## src/mglim_pkg.sv

```systemverilog
// shared constants, types and codes for the master gain peak limiter
package mglim_pkg;

  localparam int SAMPLE_BITS_DEF    = 24;
  localparam int RED_FRAC_BITS_DEF  = 24;

  localparam int GAIN_BITS          = 16;
  localparam int GAIN_FRAC          = 12;
  localparam logic [GAIN_BITS-1:0] GAIN_RESET = 16'd4096;

  localparam int K_BITS             = 24;
  localparam int K_FRAC             = 32;
  localparam logic [K_BITS-1:0] K_ATTACK  = 24'd4294967;
  localparam logic [K_BITS-1:0] K_RELEASE = 24'd429497;

  localparam int QUEUE_DEPTH        = 2;

  localparam int CFG_INDEX_BITS     = 2;
  localparam logic [CFG_INDEX_BITS-1:0] CFG_GAIN   = 2'd0;
  localparam logic [CFG_INDEX_BITS-1:0] CFG_THRESH = 2'd1;
  localparam logic [CFG_INDEX_BITS-1:0] CFG_ENABLE = 2'd2;

  typedef enum logic [2:0] {
    BK_IDLE,
    BK_DIV,
    BK_STEP,
    BK_UPD,
    BK_MUL_L,
    BK_MUL_R,
    BK_RND_R,
    BK_DONE
  } bk_state_t;

  typedef struct packed {
    logic load;
    logic div_en;
    logic div_last;
    logic step_en;
    logic upd_en;
    logic mull_en;
    logic mulr_en;
    logic rndr_en;
    logic wr_out;
  } bk_ctrl_t;

endpackage

```

## src/mglim_front.sv

```systemverilog
// front part: master gain, saturation, magnitudes and block peak metering
module mglim_front #(
  parameter int SAMPLE_BITS = mglim_pkg::SAMPLE_BITS_DEF
) (
  input  logic                              clk,
  input  logic                              rst_n,
  input  logic                              in_push,
  output logic                              in_full,
  input  logic signed [SAMPLE_BITS-1:0]     in_left_in,
  input  logic signed [SAMPLE_BITS-1:0]     in_right_in,
  input  logic                              in_block_end,
  input  logic [mglim_pkg::GAIN_BITS-1:0]   master_gain,
  output logic                              q_push,
  input  logic                              q_full,
  output logic [5*SAMPLE_BITS:0]            q_data
);
  import mglim_pkg::*;

  localparam int S  = SAMPLE_BITS;
  localparam int PW = S + GAIN_BITS + 1;
  localparam logic signed [PW-1:0] RND_G =
    {{(PW-GAIN_FRAC){1'b0}}, 1'b1, {(GAIN_FRAC-1){1'b0}}};
  localparam logic signed [PW-1:0] SMAX_W = {{(PW-S+1){1'b0}}, {(S-1){1'b1}}};
  localparam logic signed [PW-1:0] SMIN_W = {{(PW-S+1){1'b1}}, {(S-1){1'b0}}};

  function automatic logic signed [S-1:0] sat_gain(input logic signed [PW-1:0] p);
    logic signed [PW-1:0] r;
    r = (p + RND_G) >>> GAIN_FRAC;
    if (r > SMAX_W) begin
      r = SMAX_W;
    end else if (r < SMIN_W) begin
      r = SMIN_W;
    end
    return r[S-1:0];
  endfunction

  function automatic logic [S-1:0] mag(input logic signed [S-1:0] v);
    return v[S-1] ? (~v + 1'b1) : v;
  endfunction

  logic                 s1_v_r, s1_v_nxt;
  logic signed [PW-1:0] prod_l_r, prod_r_r;
  logic                 be_r;
  logic                 acc, fwd;
  logic [S-1:0]         lrun_r, lrun_nxt, rrun_r, rrun_nxt;
  logic signed [S-1:0]  gl, gr;
  logic [S-1:0]         ml, mr, pk, lmax, rmax, lrep, rrep;

  assign in_full  = s1_v_r & q_full;
  assign acc      = in_push & ~in_full;
  assign fwd      = s1_v_r & ~q_full;
  assign s1_v_nxt = acc | (s1_v_r & ~fwd);
  assign q_push   = fwd;

  always_comb begin
    gl   = sat_gain(prod_l_r);
    gr   = sat_gain(prod_r_r);
    ml   = mag(gl);
    mr   = mag(gr);
    pk   = (ml > mr) ? ml : mr;
    lmax = (ml > lrun_r) ? ml : lrun_r;
    rmax = (mr > rrun_r) ? mr : rrun_r;
    lrep = be_r ? lmax : '0;
    rrep = be_r ? rmax : '0;
    lrun_nxt = be_r ? '0 : lmax;
    rrun_nxt = be_r ? '0 : rmax;
  end

  assign q_data = {gl, gr, pk, lrep, rrep, be_r};

  always_ff @(posedge clk) begin
    if (!rst_n) begin
      s1_v_r <= 1'b0;
      lrun_r <= '0;
      rrun_r <= '0;
    end else begin
      s1_v_r <= s1_v_nxt;
      if (fwd) begin
        lrun_r <= lrun_nxt;
        rrun_r <= rrun_nxt;
      end
    end
  end

  always_ff @(posedge clk) begin
    if (acc) begin
      prod_l_r <= in_left_in * $signed({1'b0, master_gain});
      prod_r_r <= in_right_in * $signed({1'b0, master_gain});
      be_r     <= in_block_end;
    end
  end

endmodule

```

## config.mk

```make
export PLATFORM = sky130hd
export DESIGN_NAME = mglim_front
export DESIGN_NICKNAME = d
export VERILOG_FILES = /design/src/mglim_pkg.sv /design/src/mglim_front.sv
export SDC_FILE = /design/constraint.sdc
export NUM_CORES = 2
export LEC_CHECK = 0
export BUFFER_PORTS_ARGS = -buffer_cell sky130_fd_sc_hd__buf_2
export CAP_MARGIN = 40
export CORE_ASPECT_RATIO = 2
export CORE_MARGIN = 8
export CORE_UTILIZATION = 35
export CTS_CLUSTER_DIAMETER = 60
export DETAILED_ROUTE_END_ITERATION = 10
export RECOVER_POWER = 100
export SYNTH_ARGS = -nofsm -noshare
export SYNTH_HDL_FRONTEND = slang
export SYNTH_SLANG_ARGS = --single-unit
```

## constraint.sdc

```tcl
create_clock -name clk -period 8.6 [get_ports clk]
set_input_delay 0.43 -clock clk [delete_from_list [all_inputs] [get_ports clk]]
set_output_delay 0.43 -clock clk [all_outputs]
set_load 0.03 [all_outputs]
```

Word level (Yosys, flattened, before mapping)
Cells that the tools add are included.
- bits in registers: 132
- output and inout bits: 123
- add/sub/neg operators: 4
- multipliers: 2
- magnitude comparators: 7
- muxes and demuxes: 13
- bitwise logic cells: 10
- operators by type and width (operator ; number):
    24-bit 2-to-1 mux ; 13
    41-bit by 13-bit adder with 41-bit output (second input constant) ; 2
    24-bit by 17-bit multiplier with 41-bit output ; 2
    24-bit greater-than comparator ; 3
    29-bit by 24-bit greater-than comparator with 1-bit output (second input constant) ; 2
    29-bit by 24-bit < comparator with 1-bit output (second input constant) ; 2
    24-bit by 1-bit adder with 24-bit output (second input constant) ; 2
    24-bit NOT ; 2
    1-bit bitwise AND ; 4
    1-bit NOT ; 3
    1-bit OR ; 1

Longest topological paths before layout
- depth after elaboration: 10
- depth in mapped cells: 35
- depth with buffers taken out: 31

Worst setup path before layout
OpenSTA, ideal clock, no wires.
- path kind: register -> output
- start: register prod_l_r[26]
- end: output q_data[29]
- arrival: 7.340 ns
- data required time: 8.170 ns
- slack: 0.830 ns
- stages on the path, launching flop included: 27
- buffers on the path: 5
- cells stage by stage: edfxtp_1 > clkbuf_1 > and4_1 > nor4bb_1 > nand3_1 > xor2_1 > inv_1 > clkbuf_1 > nor2_1 > nor2_1 > nor2_1 > inv_1 > ha_1 > clkbuf_1 > o211a_1 > a31oi_1 > mux2i_1 > o22a_1 > ha_1 > nand4_1 > or2_2 > or3_1 > o41ai_1 > clkbuf_1 > clkbuf_1 > nor2_1 > a211oi_1
- cells in the longest elaborated chain, start to end: 10
- elaborated cells between the ends (all ways): 11
- classes of those cells: add/sub (2); order compare (3); mux (5); bitwise (1)
- RTL lines (element ; line ; text):
    from (decl) ; mglim_front.sv:42 ; logic signed [PW-1:0] prod_l_r, prod_r_r;
    from (signal assigned) ; mglim_front.sv:87 ; prod_l_r <= in_left_in * $signed({1'b0, master_gain});
    41-bit by 13-bit adder with 41-bit output (*) ; mglim_front.sv:28 ; r = (p + RND_G) >>> GAIN_FRAC;
    29-bit by 24-bit < comparator with 1-bit output ; mglim_front.sv:31 ; end else if (r < SMIN_W) begin
    24-bit 2-to-1 mux ; mglim_front.sv:31 ;
    24-bit 2-to-1 mux (*) ; mglim_front.sv:29 ; if (r > SMAX_W) begin
    net q_data[120] ; mglim_front.sv:15 ; output logic [5*SAMPLE_BITS:0] q_data
    24-bit NOT ; mglim_front.sv:38 ; return v[S-1] ? (~v + 1'b1) : v;
    24-bit by 1-bit adder with 24-bit output ; mglim_front.sv:38 ;
    24-bit 2-to-1 mux (*) ; mglim_front.sv:38 ;
    24-bit greater-than comparator ; mglim_front.sv:61 ; lmax = (ml > lrun_r) ? ml : lrun_r;
    24-bit 2-to-1 mux (*) ; mglim_front.sv:61 ;
    24-bit 2-to-1 mux (*) ; mglim_front.sv:63 ; lrep = be_r ? lmax : '0;
    to (decl) ; mglim_front.sv:15 ;
The timed path passes the listed nets; every way through them passes the cells marked *.

Final worst setup path
- start: register prod_r_r[11]
- end: output q_data[10]
- cells in the longest elaborated chain, start to end: 10
- elaborated cells between the ends (all ways): 11
- classes of those cells: add/sub (2); order compare (3); mux (5); bitwise (1)
- RTL lines (element ; line ; text):
    from (decl) ; mglim_front.sv:42 ;
    from (signal assigned) ; mglim_front.sv:88 ; prod_r_r <= in_right_in * $signed({1'b0, master_gain});
    41-bit by 13-bit adder with 41-bit output (*) ; mglim_front.sv:28 ;
    29-bit by 24-bit < comparator with 1-bit output ; mglim_front.sv:31 ;
    24-bit 2-to-1 mux ; mglim_front.sv:31 ;
    24-bit 2-to-1 mux (*) ; mglim_front.sv:29 ;
    24-bit NOT ; mglim_front.sv:38 ;
    24-bit by 1-bit adder with 24-bit output ; mglim_front.sv:38 ;
    24-bit 2-to-1 mux (*) ; mglim_front.sv:38 ;
    24-bit greater-than comparator ; mglim_front.sv:62 ; rmax = (mr > rrun_r) ? mr : rrun_r;
    24-bit 2-to-1 mux (*) ; mglim_front.sv:62 ;
    24-bit 2-to-1 mux (*) ; mglim_front.sv:64 ; rrep = be_r ? rmax : '0;
Every way passes the cells marked *; elsewhere a longest branch is shown, timed or not.

==> metrics.md <==
| Metric | Value |
|---|---|
| Worst slew margin | `-43.3%` |
| Root buffer cell | `clkbuf_16` |
| Reg2reg start | `prod_r_r[11]` |
| Nets | `5381` |
| First-pass GRT wire length | `176000 um` |
| Routability cong. | `0.947` |
| Antenna violations before repair | `12` |
| Depth of the most critical reg-to-reg path | `30` |
| Vias per inst | `5.13` |
| Synth Cell Area | `36800 um^2` |
| PortBufs | `191` |
| Skew-Pair Late Insertion Delay | `410 ps` |
| Crit path kind | `flop to primary output` |
| Fraction of layout cells with a size suffix above 1 | `6.54%` |
| CTS Hold Bufs | `0` |
| Reg-to-Reg End | `rrun_r[5]` |
| Remaining routing DRC violations | `0` |
| Yosys top cell area share | `40.8%` |
| Worst-Margin Slew | `2150 ps` |
| Async SR Flop Fraction | `0%` |
| Sequential-to-total area share from yosys stat | `7.65%` |
| FMAX | `125 MHz` |
| Netlist cell types | `85` |
| Failing checks | `capacitance limit, slew limit` |
| Avg Cell Area, Syn | `8.75 um^2` |
| Post-CTS setup buffer count | `0` |
| Final setup viols | `0` |
| Dominant synthesized flop cell | `edfxtp_1` |
| Die Width | `245 um` |
| Max-slew violations | `144` |
| Max-cap violations | `4` |
| DRT iter0 DRCs | `1444` |
| Final WS setup | `568 ps` |
| EDFF count, synth | `61` |
| Yosys warning count | `0` |
| Number of global-route vias before repair | `31900` |
| Startpoint types | `flop` |
| Number of H-tree levels | `3` |
| Yosys reg bits | `110` |
| Hpwl dp | `94900 um` |
| CTS resizes | `0` |
| Largest net degree at the start of global routing | `53` |
| Row count | `168` |
| Grt ovf | `0` |
| GR Util All Layers | `19.6%` |
| Slowest CP cell | `a41oi_2` |
| CTS tree | `yes` |
| WL final | `113000 um` |
| Syn Inst Count | `4205` |
| Commonest cells in the netlist | `inv_1, fa_1, nand2_1` |
| Syn_nets | `5294` |
| CP Data Required Time | `8170 ps` |
| Period minus WS final | `8030 ps` |
| Slowest stage delay, CP | `780 ps` |
| Drt first pass iters | `7` |
| Cts bufs inserted | `9` |
| Ports | `192` |
| Starting density of the core | `35.2%` |
| Core ar. | `104000 um^2` |
| Tcrit/Tclk final | `93.4%` |
| Post-Place Worst Slack | `937 ps` |
| CP dominant cell by count | `nand3_1` |
| CTS Buffer Depth | `2` |
| Status | `complete, but fails checks` |
| Layout fillers | `10700` |
| Die area | `116000 um^2` |
| Vias | `29100` |
| Min-Delay Path Class | `primary input to flop` |
| Cell taking the most area after synthesis | `fa_1` |
| CTS sink cnt | `110` |
| CP Max Fanout | `17` |
| Worst Skew | `11.4 ps` |
| Routed len/inst | `19.9 um` |
| Worst Setup EP | `q_data[10]` |
| Antenna Nets Post-Route | `0` |
| Area growth, synth to finish | `7.58%` |
| Fin. Hold Viols | `0` |
| Ranking of synthesized cells by area | `fa_1, inv_1, ha_1` |
| RSZ-0062 raised after global routing | `no` |
| Post-Route Setup TNS | `0 ps` |
| Worst Path Arrival | `7600 ps` |
| Die H | `474 um` |
| Reg2reg setup slack | `680 ps` |
| CP startpoint | `prod_r_r[11]` |
| Worst-path clk slew | `80 ps` |
| Crit. End Element | `primary output` |
| Top-count cell post-synth | `inv_1` |
==> per-layer routing <==
metal	share of wire, %	global-route usage [%]	wire length (um)	vias to the layer above
li1	-	-	-	13000
met1	35	20.1	39500	14800
met2	53	36.7	59600	911
met3	4.7	2.52	5310	355
met4	7.4	12.6	8340	4
met5	0.018	0	20	-
==> registers in the layout, indices dropped and copies added, names as in the netlist <==
| name | count |
|---|---|
| be_r | 1 |
| lrun_r | 24 |
| prod_l_r | 30 |
| prod_r_r | 30 |
| rrun_r | 24 |
| s1_v_r | 1 |
==> per-stage QoR <==
step	cells	hold slack, ps	util [%]	area, um^2
2_1_floorplan	4205	463	-	36800
3_3_place_gp	5638	484	37.7	39300
3_5_place_dp	5641	492	37.7	39400
4_1_cts	5657	177	38.0	39700
5_1_grt	5658	193	37.9	39500
6_report	5667	198	37.9	39600
==> cell families after synthesis <==
group / Yosys count / synth area share (%)
simple gates: 1346 / 18.1
flops: 110 / 7.65
buf+inv: 1125 / 11.6
fa+ha+maj: 1020 / 50.0
mux: 77 / 2.36
xor+xnor: 120 / 2.86
compound gates: 407 / 7.42
==> worst min-delay path by stage <==
stage / from / end / slack, ps / cells past startpoint
floorplan: lrun_r[21] / lrun_r[21] / 460 / 2
global placement: lrun_r[21] / lrun_r[21] / 480 / 2
detailed placement: lrun_r[21] / lrun_r[21] / 490 / 2
CTS: in_block_end / be_r / 180 / 1
global route: in_block_end / be_r / 190 / 1
finish: in_block_end / be_r / 200 / 1
==> cells in the final DEF, fill, tap and decap left out, types with 48 or more instances in the layout <==
master and n:
inv_1 926, fa_1 750, mux2i_1 52, o21ai_0 91, clkbuf_2 54, buf_2 79
nor2_1 182, edfxtp_1 61, xnor2_1 78, and2_1 337, dfxtp_1 49, nor2b_1 48
ha_1 269, buf_4 71, clkbuf_1 67, a21oi_1 84, nand2_1 523, nand3_1 61
==> layout make-up <==
type | count | area, um^2 | share of cell area [%]
Clock buffer | 9 | 225 | 0.569
Sequential cell | 110 | 2810 | 7.11
Timing Repair Buffer | 274 | 1510 | 3.82
Multi-Input combinational cell | 2970 | 29700 | 75.2
Clock inverter | 7 | 72.6 | 0.183
Inverter | 927 | 3480 | 8.79
Antenna cell | 10 | 25.0 | 0.0632
Tap cell | 1360 | 1700 | 4.30
==> critical path, delay by kind of cell, from the launching register on <==
family	cells	cell delay [ps]
and+or+nand+nor	12	2000
AOI/OAI and AO/OA	6	1660
buffers and inverters	5	1120
muxes	3	1010
adders and majority gates	3	960
DFF	1	410
Power is left out: the tool's default activity adds up to more than one toggle a clock period on the data nets, which glitch-free logic cannot reach.
