`src/mglim_pkg.sv`:
```
// shared constants, types and codes for the master gain peak limiter
package mglim_pkg;

  localparam int SAMPLE_BITS_DEF    = 24;
  localparam int RED_FRAC_BITS_DEF  = 24;

  localparam int GAIN_BITS          = 16;
  localparam int GAIN_FRAC          = 12;
  localparam logic [GAIN_BITS-1:0] GAIN_RESET = 16'd4096;

  localparam int K_BITS             = 24;
  localparam int K_FRAC             = 32;
  localparam logic [K_BITS-1:0] K_ATTACK  = 24'd4294967;
  localparam logic [K_BITS-1:0] K_RELEASE = 24'd429497;

  localparam int QUEUE_DEPTH        = 2;

  localparam int CFG_INDEX_BITS     = 2;
  localparam logic [CFG_INDEX_BITS-1:0] CFG_GAIN   = 2'd0;
  localparam logic [CFG_INDEX_BITS-1:0] CFG_THRESH = 2'd1;
  localparam logic [CFG_INDEX_BITS-1:0] CFG_ENABLE = 2'd2;

  typedef enum logic [2:0] {
    BK_IDLE,
    BK_DIV,
    BK_STEP,
    BK_UPD,
    BK_MUL_L,
    BK_MUL_R,
    BK_RND_R,
    BK_DONE
  } bk_state_t;

  typedef struct packed {
    logic load;
    logic div_en;
    logic div_last;
    logic step_en;
    logic upd_en;
    logic mull_en;
    logic mulr_en;
    logic rndr_en;
    logic wr_out;
  } bk_ctrl_t;

endpackage

```
`src/mglim_fifo.sv`:
```
// small register queue between the front and back parts
module mglim_fifo #(
  parameter int WIDTH = 8,
  parameter int DEPTH = mglim_pkg::QUEUE_DEPTH
) (
  input  logic             clk,
  input  logic             rst_n,
  input  logic             push,
  input  logic [WIDTH-1:0] wdata,
  output logic             full,
  input  logic             pop,
  output logic [WIDTH-1:0] rdata,
  output logic             empty
);

  localparam int PTRW = (DEPTH > 1) ? $clog2(DEPTH) : 1;
  localparam int CNTW = $clog2(DEPTH + 1);

  logic [WIDTH-1:0] mem_r [DEPTH];
  logic [PTRW-1:0]  wr_ptr_r, wr_ptr_nxt;
  logic [PTRW-1:0]  rd_ptr_r, rd_ptr_nxt;
  logic [CNTW-1:0]  cnt_r, cnt_nxt;
  logic             do_push, do_pop;

  assign full    = (cnt_r == CNTW'(DEPTH));
  assign empty   = (cnt_r == '0);
  assign do_push = push & ~full;
  assign do_pop  = pop & ~empty;
  assign rdata   = mem_r[rd_ptr_r];

  always_comb begin
    wr_ptr_nxt = wr_ptr_r;
    rd_ptr_nxt = rd_ptr_r;
    cnt_nxt    = cnt_r;
    if (do_push) begin
      wr_ptr_nxt = (wr_ptr_r == PTRW'(DEPTH - 1)) ? '0 : wr_ptr_r + 1'b1;
    end
    if (do_pop) begin
      rd_ptr_nxt = (rd_ptr_r == PTRW'(DEPTH - 1)) ? '0 : rd_ptr_r + 1'b1;
    end
    if (do_push && !do_pop) begin
      cnt_nxt = cnt_r + 1'b1;
    end else if (do_pop && !do_push) begin
      cnt_nxt = cnt_r - 1'b1;
    end
  end

  always_ff @(posedge clk) begin
    if (!rst_n) begin
      wr_ptr_r <= '0;
      rd_ptr_r <= '0;
      cnt_r    <= '0;
    end else begin
      wr_ptr_r <= wr_ptr_nxt;
      rd_ptr_r <= rd_ptr_nxt;
      cnt_r    <= cnt_nxt;
    end
  end

  always_ff @(posedge clk) begin
    if (do_push) begin
      mem_r[wr_ptr_r] <= wdata;
    end
  end

endmodule

```
`config.mk`:
```
export PLATFORM = sky130hd
export DESIGN_NAME = mglim_fifo
export DESIGN_NICKNAME = d
export VERILOG_FILES = /design/src/mglim_pkg.sv /design/src/mglim_fifo.sv
export SDC_FILE = /design/constraint.sdc
export NUM_CORES = 1
export LEC_CHECK = 0
export BUFFER_PORTS_ARGS = -buffer_cell sky130_fd_sc_hd__buf_2
export CORE_MARGIN = 3
export CORE_UTILIZATION = 50
export CTS_BUF_LIST = sky130_fd_sc_hd__clkbuf_8
export CTS_CLUSTER_SIZE = 30
export DETAILED_ROUTE_END_ITERATION = 8
export GPL_TIMING_DRIVEN = 0
export PLACE_DENSITY = 0.77
export SKIP_LAST_GASP = 1
export SYNTH_ARGS = -nofsm -noshare
export SYNTH_HDL_FRONTEND = slang
export SYNTH_SLANG_ARGS = --single-unit
export TNS_END_PERCENT = 1
```
`constraint.sdc`:
```
create_clock -name clk -period 4.7 [get_ports clk]
set_clock_uncertainty 0.05 [all_clocks]
set_input_delay 0.47 -clock clk [delete_from_list [all_inputs] [get_ports clk]]
set_output_delay 0.47 -clock clk [all_outputs]
set_load 0.005 [all_outputs]
```
# After elaboration in Yosys (flattened, before gate mapping)
# Memory sizes are Yosys's and may differ from the RTL's. A register that Yosys moved wholly into a read port is not among the register bits.
# Cells that the tools add are included.
# word_totals
latchBits,0
ff_bits,4
inputBits,12
ram_bits,16
output_inout_bits,10
mem_count,1
elab_cells,27
rom_bits,0
# memory_table
memory,depth,word_bits,rd,rd_clocked_by_memory_dff,wr,line,source
mem_r,2,8,1,1,1,mglim_fifo.sv:19,logic [WIDTH-1:0] mem_r [DEPTH];
# classes
add_sub_neg,4
div_mod_pow,0
reduce_logical,6
bitwise_logic,4
n_lt_le_gt_ge,0
shifts,0
eq_ne,1
mul,0
muxes,8
# op_table
op,n
$mux W1,6
$mux W2,2
$add A1 B1 Y1 const B,2
$add A2 B1 Y2 const B,1
$and A1 B1 Y1,2
$eq A2 B2 Y1 const B,1
$logic_and A1 B1 Y1,2
$logic_not A1 Y1,2
$logic_not A2 Y1,1
$not A1 Y1,2
$reduce_bool A2 Y1,1
$sub A2 B1 Y2 const B,1

# Longest topological paths before layout
# Gate-level depths: netlist (run 1).
# depth
depth_word,7
ltp_mapped,7
depth_no_buf,7

# Worst setup path before layout (run 1)
# No wires, ideal clock.
# synth_path
path_kind,register -> register
startpoint,register cnt_r[0]
endpoint,register cnt_r[1]
arrival_time_ps,1384
setup_ps,70
n_path_buf,0
stages_incl_launch_ff,7
required_time_ps,4580
period_less_slack_ps,1504
slack_ps,3196
cell_sequence,dfxtp_1 nand2b_1 inv_2 nor2_1 ha_1 or3_1 a21boi_1
# synth_via
elab_chain_len,6
word_cells_on_any_way,15
classes_between,add/sub (2); eq/ne (1); mux (2); bitwise (4); reduce/logical (6)
# synth_lines
element,line,source
"start, declared",mglim_fifo.sv:22,"logic [CNTW-1:0] cnt_r, cnt_nxt;"
"start signal, assigned",mglim_fifo.sv:56,cnt_r <= cnt_nxt;
$eq A2 B2 Y1 *,mglim_fifo.sv:25,assign full = (cnt_r == CNTW'(DEPTH));
named net full,mglim_fifo.sv:10,"output logic full,"
$not A1 Y1 *,mglim_fifo.sv:27,assign do_push = push & ~full;
$and A1 B1 Y1 *,mglim_fifo.sv:27,
$logic_not A1 Y1,mglim_fifo.sv:43,end else if (do_pop && !do_push) begin
$logic_and A1 B1 Y1,mglim_fifo.sv:43,
$reduce_bool A2 Y1 (no line),n/a,
# The timed path passes the listed nets; every way through them passes the cells marked *. The select of a mux whose other input is x is not followed.
# A chain may end at the register's enable or synchronous reset.

==> impl_results.md, run 1 <==
* P_int at 0.000377 W
* Number of global-route vias before repair at 413
* Library cell used as clock root buffer: clkbuf_8
* Fraction of layout instances using a drive strength above 1 at a little under half
* Post-layout minimum cycle time at between 1.5 and 2 ns
* CP Data Required Time at roughly 4.2 ns
* Area of the core at roughly 1400 um^2
* Part of the power in combinational logic at between 20% and 30%
* Area delta synth->final at 20.9%
* Number of iterations in the first detailed-routing pass at 4
* Reg2reg end: mem_r[0][1]
* Total leakage power at 0.396 nW
* Sw Share at a little over a quarter
* Number of DRC violations after detailed-routing iteration 0 at 11
* Number of placement rows at 13
* Outcome: complete, no violations
* Max stage delay on crit path at between 0.3 and 0.4 ns
* Pwr per Cell Area at about 520 nW/um^2
* Antenna diodes at 0
* Switching component of the power at 0.000137 W
* Worst hold path cell count at 1
* First-pass GRT wire length at about 1.7 mm
* Worst min-delay path class: primary input to flop
* Max_cap viols at 0
* Via total after detailed routing at ~450
* Slew headroom at around half
* Multi-input gate area in the final layout at 216 um^2
* Endpoint of the worst hold-timing path: mem_r[0][3]
* Number of buffers created by CTS at 3
* Post-Synthesis Cells at 50
* RSZ-0062 raised after global routing: no
* CP max-delay cell: mux2_2
* Part of the Yosys area used for sequential elements at 71.7%
* Reg-to-reg slack, setup at slightly above 3 ns
* Post-DR vias/cell at around 5
* Routed wire per std cell at about 13 um
* PostCTS Resize Cnt at 0
* Final-stage net count at 89
* Placed Instance Area at 933 um^2
* Top cell type's share of synthesized area at approximately three fifths
* Area of the mapped netlist at 810 um^2
* Path depth of the worst reg2reg path at 3
* Sequential cell area at 581 um^2
* Pin count of the biggest net entering global routing at 12
* Horizontal die dimension at 46.2 um
* Number of H-tree levels at 1
* Peak VDD IR at 0.000364 V
* Most area-hungry cell type in the Yosys netlist: edfxtp_1
* Clock latency at the later pin of the worst-skew pair at approximately 0.25 ns
* CTS clock-pin slew for the worst setup and hold paths at ~0.07 ns
* Final worst path period share at a little under two fifths
* Startpoint Class: flop
* Placed wire-length estimate at 830 um
* Syn avg cell area at between 15 and 20 um^2
* Total grt overflow at 0
* Maximum net fanout on the critical path at 8
* Synth cell types at 20
* Clk pwr share at around a fifth
* Number of antenna violations at the first check in global routing at 0
* Total Die Area at 2140 um^2
* Buffers inserted during post-CTS setup optimization at 0
* Final weighted congestion in routability-driven placement at between 0.6 and 0.7
* TNS Setup at 0 ns
* Count of input and output buffers at 21
* Hold Buf Count CTS at 0
* Remaining design rule violation count at 0
* Fill count at 103
* Post-Synthesis Net Count at between 60 and 70
* Maximum clock insertion buffer count at 2
* Setup crit end kind: output pin
* Clock tree from TritonCTS: done
* Top cells by area, synth: edfxtp_1 59%, dfxtp_1 12%, mux2_2 11%, and2_1 2.3%, xnor2_1 2.2%
* Total GRT Usage at between 10% and 20%
* Effective utilization at floorplan at 57.9%
* CP Class: flop to output pin
* Clk sink count at 21
* Chip height at between 40 and 50 um
* Total detailed-routing wirelength at around 1.1 mm
* Data arrival time at the worst-slack endpoint at 1.25 ns
* Setup Viol. Count Final at 0
* Top achievable clock speed at about 570 MHz
* Reg-to-reg startpoint: cnt_r[0]
* Worst path most repeated cell: buf_2
* Worst-path cell chain: buf_2, mux2_2, buf_2
* Io pins at 22
* Yosys warning total at 0
* Worst-margin pin slew at 0.731 ns
* Antenna Violating Nets Remaining at 0
* Hold Startpoint: wdata[3]
* Count of pins over their slew limit at 0
* Final Hold Viols at 0
* Post-route design area at 978 um^2
* Share of power burned in registers at 49.3%
* Count of state elements after synthesis at 21
## cells in the mapped netlist, drive strengths merged
cell     n
nand2b   1
inv      2
dfxtp    5
xor2     1
nor3     1
nor2     2
or3      1
xnor2    2
o21ai    2
and2     3
a21boi   2
edfxtp  16
mux2     8
ha       1
and3     1
o21a     1
buf      1
## cells in the final DEF (no fill, tap or decap), types with 2 or more instances in the layout
cell,instances
and2_1,3
buf_2,22
clkbuf_8,3
dfxtp_1,5
edfxtp_1,16
inv_1,2
mux2_2,8
nor2_1,2
xnor2_1,2
## flip-flops by register name (all words and copies together) (netlist names), named ones only
register / flops
wr_ptr_r: 1
cnt_r: 2
mem_r: 16
rd_ptr_r: 1
## layer usage
| metal | global-route usage, % | share of wire (%) | vias to the layer above | routed length (um) |
|---|---|---|---|---|
| li1 | - | - | 232 | - |
| met1 | 12.4 | 43 | 206 | 494 |
| met2 | 20.1 | 48 | 14 | 553 |
| met3 | 3.91 | 8.2 | 0 | 94 |
| met4 | 5.11 | 0 | 0 | 0 |
| met5 | 0 | 0 | - | 0 |
## power groups by stage
stage	Combinational, W	Sequential, W	Clock, W
floorplan	0.000105	0.000253	0
global route	0.000168	0.000257	0.000120
detailed placement	0.000154	0.000257	0
finish	0.000151	0.000253	0.000109
global placement	0.000150	0.000256	0
CTS	0.000154	0.000253	0.000113
## worst max-delay path by stage
stage,slack [ns],start,cells after the start,to
floorplan,3.20,cnt_r[0],6,cnt_r[1]
CTS,2.92,flop,3,rdata[2]
finish,2.93,flop,3,rdata[2]
detailed placement,3.03,push,3,mem_r[0][6]
global placement,3.08,push,3,mem_r[0][6]
global route,2.87,flop,3,rdata[7]
## kinds of logic (layout without fill, tap and decap cells)
| group | Yosys count | in the layout | synth area share (%) |
|---|---|---|---|
| flops | 21 | 21 | 71.7 |
| fa+ha+maj | 1 | 1 | 1.55 |
| simple gates | 9 | 9 | 6.80 |
| mux | 8 | 8 | 11.1 |
| compound gates | 5 | 5 | 4.02 |
| buf+inv | 3 | 28 | 1.54 |
| xor+xnor | 3 | 3 | 3.25 |
## critical path: cells and delay by family (launching register included)
| family | cells | cell delay, ns |
|---|---|---|
| mux | 1 | 0.36 |
| buf+inv | 2 | 0.34 |
| flops | 1 | 0.30 |
## layout make-up
cell class                      count  area share (%)
Sequential cell                    21            59.3
Multi-Input combinational cell     26            22.1
Timing Repair Buffer               21            10.7
Clock buffer                        3            4.22
Tap cell                           15            1.92
Inverter                            2           0.767
Buffer                              1           0.512
Clock inverter                      1           0.384
## stage by stage
step                      power, W  hold WS [ns]  instances  setup slack [ns]  utilization [%]
after floorplan           0.000358         0.433         50              3.20                -
final                     0.000513         0.354         90              2.93             69.9
after global placement    0.000406         0.455         86              3.08             66.7
after CTS                 0.000521         0.350         90              2.92             69.9
after global routing      0.000545         0.348         90              2.87             69.9
after detailed placement  0.000411         0.468         86              3.03             66.7
No activity file was read; power rests on OpenSTA's default activity.
==> inputs of run 2 (changes only) <==
- clock period: 4.7 -> 1.65 ns (I/O delays scaled with it)
==> run 2 against run 1 <==
Compared with the run above:
- largest cell class unchanged
- non-clock buffer count did not move
- wire length barely moved
- final cell count did not move
- clock-buffer cell count did not move
- highest routed layer unchanged
- sequential share of layout area rose by 0.16 points
==> impl_results.md, run 2 (synthesized netlist as in run 1, its figures left out) <==
* Path depth of the worst reg2reg path at 3
* Leading cell types in the layout, fill and taps excluded: 22 x buf_2, 16 x edfxtp_1, 8 x mux2_2
* Setup Viol. Count Final at 0
* Effective utilization at floorplan at around 58%
* Final Hold Viols at 0
* Antenna diodes at 0
* Routed wire per std cell at 12.7 um
* Outcome: complete, no violations
* Number of DRC violations after detailed-routing iteration 0 at 26
* Number of antenna violations at the first check in global routing at 0
* Placed Instance Area at 933 um^2
* Io pins at 22
* Total leakage power at ~0.40 nW
* Largest registers: mem_r: 16 flops, cnt_r: 2 flops
* Number of flip-flops under the largest register name at 16
* Fraction of layout instances using a drive strength above 1 at approximately 48%
* Max_cap viols at 0
* Post-Route Hold Slack at about 0.05 ns
* Reg2reg end: mem_r[0][1]
* Final-stage net count at 89
* Reg-to-reg slack, setup at around 0.11 ns
* First-pass GRT wire length at roughly 1.7 mm
* Via total after detailed routing at 451
* Fill count at a little over 100
* Worst min-delay path class: primary input to flop
* Worst-margin pin slew at slightly above 0.7 ns
* Maximum net fanout on the critical path at 9
* Inst Count DP at 86
* Worst hold path cell count at 1
* Final weighted congestion in routability-driven placement at roughly 0.64
* Chip height at approximately 46 um
* Maximum clock insertion buffer count at 2
* CP Data Required Time at approximately 1.5 ns
* CP Class: flop to flop
* Peak VDD IR at around 0.0010 V
* Number of buffers created by CTS at 3
* Pwr Total at ~0.0015 W
* RSZ-0062 raised after global routing: no
* Clock latency at the later pin of the worst-skew pair at 0.25 ns
* Number of H-tree levels at 1
* Post-route design area at about 980 um^2
* Horizontal die dimension at 46.2 um
* Number of iterations in the first detailed-routing pass at 4
* Area delta synth->final at 21.3%
* Placed wire-length estimate at between 800 and 900 um
* Endpoint of the worst hold-timing path: mem_r[0][3]
* TNS Setup at 0 ns
* Total GRT Usage at a little under an eighth
* Pin count of the biggest net entering global routing at 12
* Total grt overflow at 0
* Area of the core at about 1400 um^2
* Number of placement rows at 13
* Total Die Area at between 2000 and 2500 um^2
* Most common cell after layout, fill and taps aside: buf_2
* Antenna Violating Nets Remaining at 0
* Reg-to-reg startpoint: cnt_r[0]
* Library cell used as clock root buffer: clkbuf_8
* Register with the most flip-flops: mem_r
* Clock tree from TritonCTS: done
* Hold Startpoint: wdata[3]
* Count of input and output buffers at 21
* Final cell count without fillers at 90
* Post-DR vias/cell at ~5.0
* Count of pins over their slew limit at 0
* Top achievable clock speed at ~650 MHz
* Total detailed-routing wirelength at about 1.1 mm
* Slew headroom at approximately 52%
* Startpoint Class: flop
* Remaining design rule violation count at 0
* Hold Buf Count CTS at 0
* Setup crit end kind: flop
* Final worst path period share at between 90% and 100%
* CTS clock-pin slew for the worst setup and hold paths at 0.07 ns
* Post-layout minimum cycle time at 1.54 ns
* Clk sink count at 21
* Number of global-route vias before repair at slightly above 400
* Pwr per Cell Area at between 1000 and 1500 nW/um^2
* Data arrival time at the worst-slack endpoint at 1.38 ns
[run 2: cell counts in the layout (fill, tap and decap cells not counted)]
No cell type changed its count.
[run 2: area by class of cell]
cell class | count | area (um^2) | area share (%)
clock buffers | 3 | 41.3 | 4.20
repair buffers | 21 | 105 | 10.7
well taps | 15 | 18.8 | 1.91
plain buffers | 1 | 5.00 | 0.510
inverters | 2 | 7.51 | 0.764
multi-input cells | 26 | 216 | 22.0
flip-flops and latches | 21 | 584 | 59.5
clock inverters | 1 | 3.75 | 0.382
[run 2: power by group]
| part | internal (W) | total, W | switching, W |
|---|---|---|---|
| logic | 0.000233 | 0.000429 | 0.000196 |
| registers | 0.000681 | 0.000727 | 0.0000455 |
| clock network | 0.000165 | 0.000312 | 0.000147 |
[run 2: critical path, stage by stage, from the launching register on]
cell and delay [ns]:
dfxtp_4 0.37, nand2b_1 0.15, inv_2 0.06, nor3_2 0.55
[run 2: worst max path at each step]
stage                         from  cells past startpoint     endpoint
after global placement    cnt_r[0]                      3  mem_r[0][6]
after floorplan           cnt_r[0]                      6     cnt_r[1]
after CTS                 cnt_r[0]                      3  mem_r[0][1]
after detailed placement  cnt_r[0]                      3  mem_r[0][6]
final                     cnt_r[0]                      3  mem_r[0][1]
after global routing      cnt_r[0]                      6     cnt_r[1]
[run 2: metrics by stage]
step / util, % / worst slack (ns)
final: 70.2 / 0.107
after global routing: 70.2 / 0.0155
after CTS: 69.9 / 0.000895
after detailed placement: 66.7 / 0.0112
after global placement: 66.7 / 0.0701
after floorplan: - / 0.146
[run 2: what timing repair did]
action | 4_1_cts | 5_1_grt
setup endpoints to repair | 0 | 9
resized for setup | 0 | 2
setup buffers | 0 | 0
[run 2: routing by layer]
layer,vias up,part of all wire (%),track usage (%)
met4,0,0,5.11
met5,-,0,0
met1,205,44,12.4
met3,0,8.2,3.91
met2,14,48,20.1
li1,232,-,-
